## src/rtl/amgt_pkg.sv

```systemverilog
// Shared types and constants for the adjacency-matrix traversal engine.
// No dependencies; compiled first.
package amgt_pkg;

    localparam int VERTEX_W   = 4;
    localparam int ROW_BITS_W = 16;
    localparam int INDEX_W    = 4;
    localparam int COUNT_W    = 5;
    localparam int CFG_IDX_W  = 1;
    localparam int CFG_DATA_W = 5;

    // configuration register indexes
    localparam logic [CFG_IDX_W-1:0] CFG_VERTEX_COUNT = 1'b0;
    localparam logic [CFG_IDX_W-1:0] CFG_WALK_MODE    = 1'b1;

    localparam logic [COUNT_W-1:0] VERTEX_COUNT_RST = 5'd16;

    // item command codes
    localparam logic CMD_LOAD_ROW = 1'b0;
    localparam logic CMD_START    = 1'b1;

    // walk modes
    localparam logic WALK_BFS = 1'b0;
    localparam logic WALK_DFS = 1'b1;

    typedef enum logic [2:0] {
        ST_IDLE,
        ST_SCAN,
        ST_POP,
        ST_DONE,
        ST_BAD
    } state_t;

    typedef struct packed {
        logic                  cmd;
        logic [INDEX_W-1:0]    row_index;
        logic [ROW_BITS_W-1:0] row_bits;
        logic [INDEX_W-1:0]    start_vertex;
    } item_t;

    // controller -> datapath
    typedef struct packed {
        logic load_row;
        logic start_init;
        logic take;
        logic pop;
        logic fetch_row;
        logic emit_last;
        logic emit_bad;
    } dp_cmd_t;

    // datapath -> controller
    typedef struct packed {
        logic item_start;
        logic start_bad;
        logic cand_found;
        logic list_empty;
        logic slot_free;
    } dp_status_t;

endpackage

```

## src/rtl/amgt_in_if.sv

```systemverilog
// Input channel of the traversal engine: valid/ready plus item payload.
// Depends on amgt_pkg.
interface amgt_in_if;
    import amgt_pkg::*;

    logic                  valid;
    logic                  ready;
    logic                  cmd;
    logic [INDEX_W-1:0]    row_index;
    logic [ROW_BITS_W-1:0] row_bits;
    logic [INDEX_W-1:0]    start_vertex;

    modport source (output valid, cmd, row_index, row_bits, start_vertex, input ready);
    modport sink   (input valid, cmd, row_index, row_bits, start_vertex, output ready);
endinterface

```

## src/rtl/amgt_out_if.sv

```systemverilog
// Result channel of the traversal engine: valid/ready plus one visited vertex.
// Depends on amgt_pkg.
interface amgt_out_if;
    import amgt_pkg::*;

    logic                valid;
    logic                ready;
    logic [VERTEX_W-1:0] vertex;
    logic                last;
    logic                all_reached;
    logic                bad_start;

    modport source (output valid, vertex, last, all_reached, bad_start, input ready);
    modport sink   (input valid, vertex, last, all_reached, bad_start, output ready);
endinterface

```

## src/rtl/amgt_ctrl.sv

```systemverilog
// Traversal controller: sequences loads, scans, list pops and final results.
// Depends on amgt_pkg; drives the datapath through dp_cmd_t.
module amgt_ctrl (
    input  logic                 clk,
    input  logic                 rst_n,
    input  logic                 item_valid,
    output logic                 item_ready,
    input  amgt_pkg::dp_status_t status,
    output amgt_pkg::dp_cmd_t    cmd
);
    import amgt_pkg::*;

    state_t state_reg;
    state_t state_next;
    logic   accept;

    assign accept = item_valid && item_ready;

    always_ff @(posedge clk or negedge rst_n)
    begin
        if (!rst_n)
        begin
            state_reg <= ST_IDLE;
        end
        else
        begin
            state_reg <= state_next;
        end
    end

    always_comb
    begin
        state_next = state_reg;
        case (state_reg)
            ST_IDLE:
            begin
                if (accept && status.item_start)
                begin
                    state_next = status.start_bad ? ST_BAD : ST_SCAN;
                end
            end
            ST_SCAN:
            begin
                if (!status.cand_found)
                begin
                    state_next = status.list_empty ? ST_DONE : ST_POP;
                end
            end
            ST_POP:
            begin
                state_next = ST_SCAN;
            end
            ST_DONE, ST_BAD:
            begin
                if (status.slot_free)
                begin
                    state_next = ST_IDLE;
                end
            end
            default:
            begin
                state_next = ST_IDLE;
            end
        endcase
    end

    always_comb
    begin
        item_ready = 1'b0;
        cmd        = '0;
        case (state_reg)
            ST_IDLE:
            begin
                item_ready     = 1'b1;
                cmd.load_row   = accept && !status.item_start;
                cmd.start_init = accept && status.item_start && !status.start_bad;
            end
            ST_SCAN:
            begin
                // a found vertex pushes the held one out, so it needs a free slot
                cmd.take = status.cand_found && status.slot_free;
                cmd.pop  = !status.cand_found && !status.list_empty;
            end
            ST_POP:
            begin
                cmd.fetch_row = 1'b1;
            end
            ST_DONE:
            begin
                cmd.emit_last = status.slot_free;
            end
            ST_BAD:
            begin
                cmd.emit_bad = status.slot_free;
            end
            default:
            begin
                cmd = '0;
            end
        endcase
    end

`ifndef SYNTHESIS
    a_empty_ends: assert property (@(posedge clk) disable iff (!rst_n)
        (state_reg == ST_SCAN && !status.cand_found && status.list_empty)
        |=> (state_reg == ST_DONE))
        else $error("scan with empty list did not finish");

    a_one_cmd: assert property (@(posedge clk) disable iff (!rst_n)
        $onehot0({cmd.load_row, cmd.start_init, cmd.take, cmd.pop,
                  cmd.fetch_row, cmd.emit_last, cmd.emit_bad}))
        else $error("more than one datapath command");

    a_pop_fetch: assert property (@(posedge clk) disable iff (!rst_n)
        cmd.pop |=> cmd.fetch_row)
        else $error("list pop not followed by row fetch");
`endif

endmodule

```

## src/rtl/amgt_datapath.sv

```systemverilog
// Traversal datapath: row memory, work list, visited marks, lowest-unvisited
// encoder, held vertex and result register. Depends on amgt_pkg.
module amgt_datapath #(
    parameter int MAX_VERTICES = 16
) (
    input  logic                                clk,
    input  logic                                rst_n,
    input  logic                                cfg_we,
    input  logic [amgt_pkg::CFG_IDX_W-1:0]      cfg_index,
    input  logic [amgt_pkg::CFG_DATA_W-1:0]     cfg_data,
    input  amgt_pkg::item_t                     item,
    input  amgt_pkg::dp_cmd_t                   cmd,
    output amgt_pkg::dp_status_t                status,
    output logic                                res_valid,
    input  logic                                res_ready,
    output logic [amgt_pkg::VERTEX_W-1:0]       res_vertex,
    output logic                                res_last,
    output logic                                res_all_reached,
    output logic                                res_bad_start
);
    import amgt_pkg::*;

    localparam int VW = (MAX_VERTICES > 1) ? $clog2(MAX_VERTICES) : 1;
    localparam int CW = $clog2(MAX_VERTICES + 1);

    // storage
    logic [MAX_VERTICES-1:0] rows_mem [MAX_VERTICES];
    logic [VW-1:0]           work_mem [MAX_VERTICES];
    logic [MAX_VERTICES-1:0] row_rd_reg;
    logic [VW-1:0]           work_rd_reg;

    logic [COUNT_W-1:0]      vertex_count_reg;
    logic                    walk_mode_reg;
    logic [MAX_VERTICES-1:0] visited_reg;
    logic [CW-1:0]           head_reg;
    logic [CW-1:0]           tail_reg;
    logic [CW-1:0]           k_reg;
    logic [VW-1:0]           pend_reg;

    logic                    out_valid_reg;
    logic [VERTEX_W-1:0]     out_vertex_reg;
    logic                    out_last_reg;
    logic                    out_all_reg;
    logic                    out_bad_reg;

    logic [CW-1:0]           n_cnt;
    logic [MAX_VERTICES-1:0] nmask;
    logic [MAX_VERTICES-1:0] cand;
    logic [VW-1:0]           take_idx;
    logic [VW-1:0]           s_idx;
    logic [CW-1:0]           tail_m2;
    logic                    row_re;
    logic [VW-1:0]           row_raddr;
    logic                    row_we;
    logic                    work_we;
    logic [VW-1:0]           work_waddr;
    logic [VW-1:0]           work_wdata;
    logic [VW-1:0]           work_raddr;
    logic                    slot_free;

    assign n_cnt = (32'(vertex_count_reg) > 32'(MAX_VERTICES)) ? CW'(MAX_VERTICES)
                                                              : CW'(vertex_count_reg);
    assign s_idx   = VW'(item.start_vertex);
    assign tail_m2 = tail_reg - CW'(2);

    always_comb
    begin
        for (int i = 0; i < MAX_VERTICES; i++)
        begin
            nmask[i] = (i < int'(n_cnt));
        end
    end

    assign cand = row_rd_reg & ~visited_reg & nmask;

    // lowest set bit of the candidate set
    always_comb
    begin
        take_idx = '0;
        for (int i = MAX_VERTICES - 1; i >= 0; i--)
        begin
            if (cand[i])
            begin
                take_idx = VW'(i);
            end
        end
    end

    assign slot_free = !out_valid_reg || res_ready;

    assign status.item_start = (item.cmd == CMD_START);
    assign status.start_bad  = (32'(item.start_vertex) >= 32'(n_cnt));
    assign status.cand_found = |cand;
    assign status.list_empty = (walk_mode_reg == WALK_DFS) ? (tail_reg == CW'(1))
                                                           : (head_reg == tail_reg);
    assign status.slot_free  = slot_free;

    // memory port control
    assign row_we = cmd.load_row && (32'(item.row_index) < 32'(MAX_VERTICES));
    assign row_re = cmd.start_init || cmd.fetch_row
                 || (cmd.take && walk_mode_reg == WALK_DFS);

    always_comb
    begin
        row_raddr = take_idx;
        if (cmd.start_init)
        begin
            row_raddr = s_idx;
        end
        else if (cmd.fetch_row)
        begin
            row_raddr = work_rd_reg;
        end
    end

    assign work_we    = cmd.start_init || cmd.take;
    assign work_waddr = cmd.start_init ? '0 : tail_reg[VW-1:0];
    assign work_wdata = cmd.start_init ? s_idx : take_idx;
    assign work_raddr = (walk_mode_reg == WALK_DFS) ? tail_m2[VW-1:0] : head_reg[VW-1:0];

    always_ff @(posedge clk)
    begin
        if (row_we)
        begin
            rows_mem[VW'(item.row_index)] <= MAX_VERTICES'(item.row_bits);
        end
        if (row_re)
        begin
            row_rd_reg <= rows_mem[row_raddr];
        end
    end

    always_ff @(posedge clk)
    begin
        if (work_we)
        begin
            work_mem[work_waddr] <= work_wdata;
        end
        if (cmd.pop)
        begin
            work_rd_reg <= work_mem[work_raddr];
        end
    end

    // configuration and control state
    always_ff @(posedge clk or negedge rst_n)
    begin
        if (!rst_n)
        begin
            vertex_count_reg <= VERTEX_COUNT_RST;
            walk_mode_reg    <= WALK_BFS;
            visited_reg      <= '0;
            head_reg         <= '0;
            tail_reg         <= '0;
            k_reg            <= '0;
            out_valid_reg    <= 1'b0;
        end
        else
        begin
            if (cfg_we)
            begin
                case (cfg_index)
                    CFG_VERTEX_COUNT: vertex_count_reg <= cfg_data;
                    CFG_WALK_MODE:    walk_mode_reg    <= cfg_data[0];
                    default:          ;
                endcase
            end

            if (cmd.start_init)
            begin
                visited_reg <= MAX_VERTICES'(1) << s_idx;
                head_reg    <= CW'(1);
                tail_reg    <= CW'(1);
                k_reg       <= CW'(1);
            end
            else if (cmd.take)
            begin
                visited_reg <= visited_reg | (MAX_VERTICES'(1) << take_idx);
                tail_reg    <= tail_reg + CW'(1);
                k_reg       <= k_reg + CW'(1);
            end
            else if (cmd.pop)
            begin
                if (walk_mode_reg == WALK_DFS)
                begin
                    tail_reg <= tail_reg - CW'(1);
                end
                else
                begin
                    head_reg <= head_reg + CW'(1);
                end
            end

            if (cmd.take || cmd.emit_last || cmd.emit_bad)
            begin
                out_valid_reg <= 1'b1;
            end
            else if (res_ready)
            begin
                out_valid_reg <= 1'b0;
            end
        end
    end

    // held vertex and result payload
    always_ff @(posedge clk)
    begin
        if (cmd.start_init)
        begin
            pend_reg <= s_idx;
        end
        else if (cmd.take)
        begin
            pend_reg <= take_idx;
        end

        if (cmd.take)
        begin
            out_vertex_reg <= VERTEX_W'(pend_reg);
            out_last_reg   <= 1'b0;
            out_all_reg    <= 1'b0;
            out_bad_reg    <= 1'b0;
        end
        else if (cmd.emit_last)
        begin
            out_vertex_reg <= VERTEX_W'(pend_reg);
            out_last_reg   <= 1'b1;
            out_all_reg    <= (k_reg == n_cnt);
            out_bad_reg    <= 1'b0;
        end
        else if (cmd.emit_bad)
        begin
            out_vertex_reg <= '0;
            out_last_reg   <= 1'b1;
            out_all_reg    <= 1'b0;
            out_bad_reg    <= 1'b1;
        end
    end

    assign res_valid       = out_valid_reg;
    assign res_vertex      = out_vertex_reg;
    assign res_last        = out_last_reg;
    assign res_all_reached = out_all_reg;
    assign res_bad_start   = out_bad_reg;

`ifndef SYNTHESIS
    a_mark_one: assert property (@(posedge clk) disable iff (!rst_n)
        cmd.take |=> ($countones(visited_reg) == $countones($past(visited_reg)) + 1))
        else $error("take did not add exactly one visited vertex");

    a_tail_bound: assert property (@(posedge clk) disable iff (!rst_n)
        (32'(tail_reg) <= 32'(MAX_VERTICES)) && (32'(head_reg) <= 32'(MAX_VERTICES)))
        else $error("work list pointer beyond capacity");

    a_bad_form: assert property (@(posedge clk) disable iff (!rst_n)
        (out_valid_reg && out_bad_reg) |-> (out_last_reg && !out_all_reg
                                            && out_vertex_reg == '0))
        else $error("bad start result malformed");
`endif

endmodule

```

## src/rtl/adjacency_matrix_graph_traversal.sv

```systemverilog
// Channel   Dir  Handshake      Payload
// item      in   valid/ready    cmd, row_index, row_bits, start_vertex
// result    out  valid/ready    vertex, last, all_reached, bad_start
// cfg       in   cfg_we only    cfg_index, cfg_data
//
// A row load is written into the row memory when it is accepted. A traversal runs from
// acceptance to the next item through these steps: the accept, one take per unvisited
// neighbor found in the scan, an empty scan plus a row fetch per list pop (each dequeued
// vertex breadth-first, each backtrack depth-first), the scan that ends the walk and the
// final result; row fetches go through the single registered read port of the row memory.
// A bad start registers its result in the bad state once the result slot is free. Reset
// clears control state only; rows are undefined until loaded. A stalled result holds the
// scan; the next item is taken while the final result still waits.
module adjacency_matrix_graph_traversal #(
    parameter int MAX_VERTICES = 16
) (
    input  logic                            clk,
    input  logic                            rst_n,
    input  logic                            cfg_we,
    input  logic [amgt_pkg::CFG_IDX_W-1:0]  cfg_index,
    input  logic [amgt_pkg::CFG_DATA_W-1:0] cfg_data,
    amgt_in_if.sink                         item,
    amgt_out_if.source                      result
);
    import amgt_pkg::*;

    dp_cmd_t    cmd;
    dp_status_t status;
    item_t      item_data;

    assign item_data.cmd          = item.cmd;
    assign item_data.row_index    = item.row_index;
    assign item_data.row_bits     = item.row_bits;
    assign item_data.start_vertex = item.start_vertex;

    amgt_ctrl u_ctrl (
        .clk        (clk),
        .rst_n      (rst_n),
        .item_valid (item.valid),
        .item_ready (item.ready),
        .status     (status),
        .cmd        (cmd)
    );

    amgt_datapath #(
        .MAX_VERTICES (MAX_VERTICES)
    ) u_datapath (
        .clk             (clk),
        .rst_n           (rst_n),
        .cfg_we          (cfg_we),
        .cfg_index       (cfg_index),
        .cfg_data        (cfg_data),
        .item            (item_data),
        .cmd             (cmd),
        .status          (status),
        .res_valid       (result.valid),
        .res_ready       (result.ready),
        .res_vertex      (result.vertex),
        .res_last        (result.last),
        .res_all_reached (result.all_reached),
        .res_bad_start   (result.bad_start)
    );

endmodule

```

## src/flat_wrapper.sv

```systemverilog
// flat-port wrapper written by rule: the top's interface ports become plain ports
module adjacency_matrix_graph_traversal_flat import amgt_pkg::*;
#(
    parameter int MAX_VERTICES = 16
)
  (clk, rst_n, cfg_we, cfg_index, cfg_data, item_valid, item_cmd, item_row_index, item_row_bits, item_start_vertex, item_ready, result_valid, result_vertex, result_last, result_all_reached, result_bad_start, result_ready);
  amgt_in_if item_i ();
  amgt_out_if result_i ();
  input  logic clk;
  input  logic rst_n;
  input  logic cfg_we;
  input  logic [amgt_pkg::CFG_IDX_W-1:0] cfg_index;
  input  logic [amgt_pkg::CFG_DATA_W-1:0] cfg_data;
  input wire logic [$bits(item_i.valid)-1:0] item_valid;
  input wire logic [$bits(item_i.cmd)-1:0] item_cmd;
  input wire logic [$bits(item_i.row_index)-1:0] item_row_index;
  input wire logic [$bits(item_i.row_bits)-1:0] item_row_bits;
  input wire logic [$bits(item_i.start_vertex)-1:0] item_start_vertex;
  output wire logic [$bits(item_i.ready)-1:0] item_ready;
  output wire logic [$bits(result_i.valid)-1:0] result_valid;
  output wire logic [$bits(result_i.vertex)-1:0] result_vertex;
  output wire logic [$bits(result_i.last)-1:0] result_last;
  output wire logic [$bits(result_i.all_reached)-1:0] result_all_reached;
  output wire logic [$bits(result_i.bad_start)-1:0] result_bad_start;
  input wire logic [$bits(result_i.ready)-1:0] result_ready;
  assign item_i.valid = item_valid;
  assign item_i.cmd = item_cmd;
  assign item_i.row_index = item_row_index;
  assign item_i.row_bits = item_row_bits;
  assign item_i.start_vertex = item_start_vertex;
  assign item_ready = item_i.ready;
  assign result_valid = result_i.valid;
  assign result_vertex = result_i.vertex;
  assign result_last = result_i.last;
  assign result_all_reached = result_i.all_reached;
  assign result_bad_start = result_i.bad_start;
  assign result_i.ready = result_ready;
  adjacency_matrix_graph_traversal #(.MAX_VERTICES(MAX_VERTICES)) u_core (.clk(clk), .rst_n(rst_n), .cfg_we(cfg_we), .cfg_index(cfg_index), .cfg_data(cfg_data), .item(item_i), .result(result_i));
endmodule
```

## config.mk

```make
export PLATFORM = sky130hd
export DESIGN_NAME = adjacency_matrix_graph_traversal_flat
export DESIGN_NICKNAME = d
export VERILOG_FILES = /design/src/rtl/amgt_pkg.sv /design/src/rtl/amgt_in_if.sv /design/src/rtl/amgt_out_if.sv /design/src/rtl/amgt_ctrl.sv /design/src/rtl/amgt_datapath.sv /design/src/rtl/adjacency_matrix_graph_traversal.sv /design/src/flat_wrapper.sv
export SDC_FILE = /design/constraint.sdc
export NUM_CORES = 1
export LEC_CHECK = 0
export BUFFER_PORTS_ARGS = -buffer_cell sky130_fd_sc_hd__buf_2
export CAP_MARGIN = 20
export CORE_MARGIN = 2
export CORE_UTILIZATION = 50
export CTS_CLUSTER_SIZE = 12
export DETAILED_ROUTE_END_ITERATION = 12
export MAX_ROUTING_LAYER = met4
export PLACE_DENSITY = 0.66
export SLEW_MARGIN = 5
export SYNTH_ARGS = -nofsm -noshare
export SYNTH_HDL_FRONTEND = slang
export SYNTH_HIERARCHICAL = 1
export SYNTH_SLANG_ARGS = --single-unit
```

## constraint.sdc

```tcl
create_clock -name clk -period 5.8 [get_ports clk]
set_input_delay 0 -clock clk [delete_from_list [all_inputs] [get_ports clk]]
set_output_delay 0 -clock clk [all_outputs]
set_load 0.05 [all_outputs]
```

### Word level (Yosys, flattened, before mapping)

Memories as Yosys holds them, arrays and structs flattened. A register that Yosys moved wholly into a read port is not among the register bits.
Index checks and enable logic that the tools add are counted.

| storage, ports and cells | value |
|---|---|
| logic and storage cells | 153 |
| memories kept | 2 |
| output and inout port bits | 9 |
| flip-flop bits (word level) | 52 |
| bits in writable memories | 320 |

| cells by class | value |
|---|---|
| bitwise operators | 5 |
| mux-type cells | 62 |
| eq/ne operators | 12 |
| shifts and indexed selects | 2 |
| reduce and logical (&&, ||, !) cells | 34 |
| $add $sub $neg | 5 |
| order comparisons | 18 |

Memory list:

| memory | depth | width | rd ports | clocked after Yosys merged registers in | wr ports | line | source |
|---|---|---|---|---|---|---|---|
| u_core.u_datapath.rows_mem | 16 | 16 | 1 | 1 | 1 | amgt_datapath.sv:27 | `logic [MAX_VERTICES-1:0] rows_mem [MAX_VERTICES];` |
| u_core.u_datapath.work_mem | 16 | 4 | 1 | 1 | 1 | amgt_datapath.sv:28 | `logic [VW-1:0] work_mem [MAX_VERTICES];` |

Operators by type and width:

| operator | count |
|---|---|
| 2-to-1 mux 4 bit | 26 |
| 2-to-1 mux 5 bit | 11 |
| < comparator 4 x 5 -> 1 bit, first input constant | 8 |
| bitwise AND 16 bit | 2 |
| 2-to-1 mux 16 bit | 2 |
| left shift 1 x 4 -> 16 bit, first input constant | 2 |
| < comparator 3 x 5 -> 1 bit, first input constant | 4 |
| 2-to-1 mux 1 bit | 16 |
| NOT 16 bit | 1 |
| OR 16 bit | 1 |
| OR reduction 16 bit | 1 |
| adder 5 x 1 -> 5 bit, second input constant | 3 |
| 2-to-1 mux 3 bit | 4 |
| one-hot mux 3 bit (4 select lines) | 1 |
| == test 5 bit | 2 |
| < comparator 1 x 5 -> 1 bit, first input constant | 2 |
| < comparator 2 x 5 -> 1 bit, first input constant | 2 |
| nonzero test 3 bit | 3 |
| != test 2 bit, second input constant | 4 |
| nonzero test 2 bit | 4 |
| logical AND 1 bit | 7 |
| == test 3 x 2 -> 1 bit, second input constant | 2 |
| logical OR 1 bit | 6 |
| AND reduction 2 bit | 3 |
| 14 further kinds | 21 |

### Logic depth before layout (Yosys ltp)

| logic depth | value |
|---|---|
| depth in word-level cells | 24 |
| gate-level depth with buffers | 22 |

### Cells and area by module

The synthesis kept the hierarchy.

Modules (own cells, without submodules):

| module | area an instance (um^2) | cells an instance | instances |
|---|---|---|---|
| amgt_datapath | 18146.2 | 1374 | 1 |
| amgt_ctrl | 222.7 | 27 | 1 |

### Worst setup path after synthesis

OpenSTA, ideal clock, no wires.

| timing path | value |
|---|---|
| path type | flip-flop to flip-flop |
| start | reg u_core.u_datapath.vertex_count_reg[4] |
| end | reg u_core.u_datapath.row_rd_reg[2], read port of u_core.u_datapath.rows_mem (data pin) |
| clock period less this slack | 4.252 ns |
| stages on the path, launching flop included | 22 |
| setup time | 0.272 ns |
| arrival time | 3.980 ns |
| setup slack | 1.548 ns |
| path buffers | 6 |
| cells stage by stage | dfstp_2 -> buf_6 -> buf_6 -> nor2b_1 -> ha_1 -> nand2b_1 -> a21o_1 -> a21o_1 -> a21oi_1 -> nor2_1 -> nand3b_1 -> nor2_1 -> clkbuf_1 -> nor2_1 -> and3_1 -> buf_2 -> or2_1 -> buf_2 -> buf_6 -> a221oi_1 -> a211oi_1 -> or4_1 |

RTL lines:

| element | line | source |
|---|---|---|
| from (decl) | amgt_datapath.sv:32 | `logic [COUNT_W-1:0] vertex_count_reg;` |
| from (signal assigned) | amgt_datapath.sv:163 | `CFG_VERTEX_COUNT: vertex_count_reg <= cfg_data;` |
| to (decl) | amgt_datapath.sv:29 | `logic [MAX_VERTICES-1:0] row_rd_reg;` |

==> flow_metrics.env <==
export IMPL_outcome="finished, final reports clean"
export IMPL_clock_latency_ps=560
export IMPL_yosys_area_share_simple_pct=8.73
export IMPL_cp_max_fo=28
export IMPL_cp_end_kind="register"
export IMPL_muxShareOfSynthArea_pct=7.74
export IMPL_rows=70
export IMPL_synth_top_cell_area_share_pct=56.9
export IMPL_grt_max_degree=114
export IMPL_drcViolationCount=0
export IMPL_start_kind="register"
export IMPL_synth_top_area_cell="edfxtp_1"
export IMPL_io_buffers=44
export IMPL_dr_pass1_iters=5
export IMPL_r2r_slack_ps=850
export IMPL_postLayoutCellArea_sq_um=20800
export IMPL_cts_inserted_buffers=43
export IMPL_hp_start="cfg_we"
export IMPL_path_class="reg -> reg"
export IMPL_largest_registers="u_core/u_datapath/rows_mem (256), u_core/u_datapath/work_mem (64)"
export IMPL_power_leakage_nw=7.21
export IMPL_ys_seq_elements=392
export IMPL_min_to="u_core/u_datapath/vertex_count_reg[0]$_DFFE_PN0P_"
export IMPL_cts_resized=0
export IMPL_synthCells=1401
export IMPL_clk_pin_slew_ps=60
export IMPL_r2r_cells=17
export IMPL_syn_num_nets=1449
export IMPL_yosys_top_cells_area="edfxtp_1 (57%), dfrtp_1 (5.4%), mux2i_1 (3.3%)"
export IMPL_async_reset_ff_share_pct=10.5
export IMPL_vias=12800
export IMPL_slew_headroom_pct=21.9
export IMPL_fin_crit_sh_pct=85.3
export IMPL_layout_drive_gt1_share_pct=16.9
export IMPL_tns_ps=0
export IMPL_die_x_um=196
export IMPL_critPathArrivalTime_ps=5200
export IMPL_post_cts_setup_buffer_count=0
export IMPL_cts_sinks=392
export IMPL_start_util_pct=50.4
export IMPL_reg2reg_to="u_core/u_datapath/row_rd_reg[9]$_DFFE_PP_"
export IMPL_die_h_um=196
export IMPL_layout_min_cycle_time_ps=4950
export IMPL_power_density_nw_per_um2=556
export IMPL_vias_per_cell=6.56
export IMPL_final_common_cell="edfxtp_1"
export IMPL_drv_cap=0
export IMPL_yosysSeqAreaShare_pct=62.8
export IMPL_finClkSkew_ps=19.2
export IMPL_yosysUniqueCellTypes=72
export IMPL_setup_violations=0
export IMPL_cts_hold_buffers=39
export IMPL_regMostFlops="u_core/u_datapath/rows_mem"
export IMPL_holdPathStages=3
export IMPL_cts_tree="done"
export IMPL_synth_edff_count=348
export IMPL_placed_area_sq_um=19200
export IMPL_track_usage_pct=26.1
export IMPL_drtIter0Drc=1322
export IMPL_worst_slew_pin_slew_ps=1170
export IMPL_die_area_sq_um=38300
export IMPL_final_cell_mix="edfxtp_1 (348), nand2_1 (95), o21ai_0 (85), o31ai_1 (67), mux2i_1 (59)"
export IMPL_cts_path_max_buffers=3
export IMPL_reg2reg_from="u_core/u_datapath/vertex_count_reg[4]$_DFFE_PN1P_"
export IMPL_hp_class="in -> reg"
export IMPL_worst_slack_ps=852
export IMPL_yosysWarningCount=6
export IMPL_root_buffer="clkbuf_16"
export IMPL_worst_ep_required_time_ps=6050
export IMPL_pin_count=45
export IMPL_hold_violations=0
export IMPL_antenna_found_initial=1
export IMPL_area_growth_pct=13.4
export IMPL_avgRoutedWirePerCell_um=24.8
export IMPL_place_ws_ps=917
export IMPL_drt_wl_total_um=48500
export IMPL_ant_nets=0
export IMPL_overflow=0
export IMPL_vdd_drop_max_mv=0.635
export IMPL_grt_first_pass_wirelength_um=73800
export IMPL_htree_levels=2
export IMPL_synth_ff_type="edfxtp_1"
export IMPL_grt_pass1_vias=12300
export IMPL_clock_fmax_mhz=202
export IMPL_slew_violations=0
export IMPL_synth_top_family_by_area="compound AO/OA/AOI/OAI gates"
export IMPL_dp_hpwl_um=29100
export IMPL_syn_cell_area_sq_um=18400
export IMPL_synth_compound_area_share_pct=15.8
export IMPL_final_nets=1505
export IMPL_finalWeightedCongestion=0.960
export IMPL_synth_xor_area_share_pct=1.00
export IMPL_syn_mean_instance_area_sq_um=13.1
export IMPL_largest_reg_flops=256
export IMPL_synth_fa_ha_area_share_pct=0.817
export IMPL_rsz0062_at_grt="false"
export IMPL_core_sq_um=36400
-- per-layer routing --
layer | vias to the layer above | GRT usage, % | part of all wire, % | routed length (um)
met3 | 92 | 4.73 | 8.0 | 3860
met5 | - | - | 0 | 0
li1 | 5699 | - | - | -
met1 | 6460 | 35.6 | 42 | 20600
met4 | 0 | 9.34 | 3.1 | 1490
met2 | 555 | 39.8 | 46 | 22500
-- worst max-delay path by stage --
stage | cells after the start | endpoint | start | slack (ps)
after floorplan | 21 | u_core/u_datapath/row_rd_reg[2]$_DFFE_PP_ | u_core/u_datapath/vertex_count_reg[4]$_DFFE_PN1P_ | 1550
after global placement | 16 | u_core/u_datapath/row_rd_reg[4]$_DFFE_PP_ | u_core/u_datapath/vertex_count_reg[4]$_DFFE_PN1P_ | 1080
after detailed placement | 17 | u_core/u_datapath/row_rd_reg[9]$_DFFE_PP_ | u_core/u_datapath/vertex_count_reg[4]$_DFFE_PN1P_ | 920
after CTS | 17 | u_core/u_datapath/row_rd_reg[9]$_DFFE_PP_ | u_core/u_datapath/vertex_count_reg[4]$_DFFE_PN1P_ | 900
after global routing | 17 | u_core/u_datapath/row_rd_reg[15]$_DFFE_PP_ | u_core/u_datapath/vertex_count_reg[4]$_DFFE_PN1P_ | 560
final | 17 | u_core/u_datapath/row_rd_reg[9]$_DFFE_PP_ | u_core/u_datapath/vertex_count_reg[4]$_DFFE_PN1P_ | 850
-- where the power goes --
group	total [mW]	switching [mW]	internal (mW)
clock network	2.52	1.06	1.46
logic	5.22	3.31	1.91
registers	3.84	0.240	3.60
-- cells by family (layout without fill, tap and decap cells) --
family	after synthesis	after routing
AO/OA/AOI/OAI	399	399
multiplexers	117	117
buffers and inverters	134	216
adder cells (fa/ha/maj)	12	12
XOR/XNOR	21	21
flip-flops	392	392
other	0	1
AND/OR/NAND/NOR	326	326
-- area by class of cell --
cell class	count	area, sq um
fillers	2918	15600
flip-flops and latches	392	11500
clock inverters	14	123
multi-input cells	875	6390
repair buffers	124	968
well taps	468	586
inverters	21	78.8
diodes	1	2.50
clock buffers	57	1140
-- cells in the mapped netlist (all sizes together) (28+ instances only) --
master  count
mux2i      60
nor2       72
clkbuf     83
a221oi     41
nand3      28
mux2       41
edfxtp    348
o221ai     37
buf        30
o21ai      93
dfrtp      40
nand2      95
o31ai      67
-- per-stage QoR --
stage               cells  power [mW]  utilization (%)  hold slack (ps)
floorplan            1401        7.55                -             -296
global placement     1837        8.93             52.5              206
detailed placement   1841        9.01             52.6              213
CTS                  1951        11.6             57.2             8.08
global route         1951        12.2             57.2             31.2
finish               1952        11.6             57.2             13.5
-- worst max-delay path: stages, from the launching register on --
cell and delay [ps]:
dfstp_2 750, nor2b_1 130, ha_1 280, nand2b_1 140, a21o_1 170, a21o_1 170
a21oi_1 140, nor2_1 70, nand3b_1 250, nor2_4 180, inv_2 70, nand2_1 270
or3_1 470, o21a_2 640, buf_4 400, nand3_1 110, a22oi_1 230, o221ai_1 160
No activity file was read; power rests on OpenSTA's default activity.
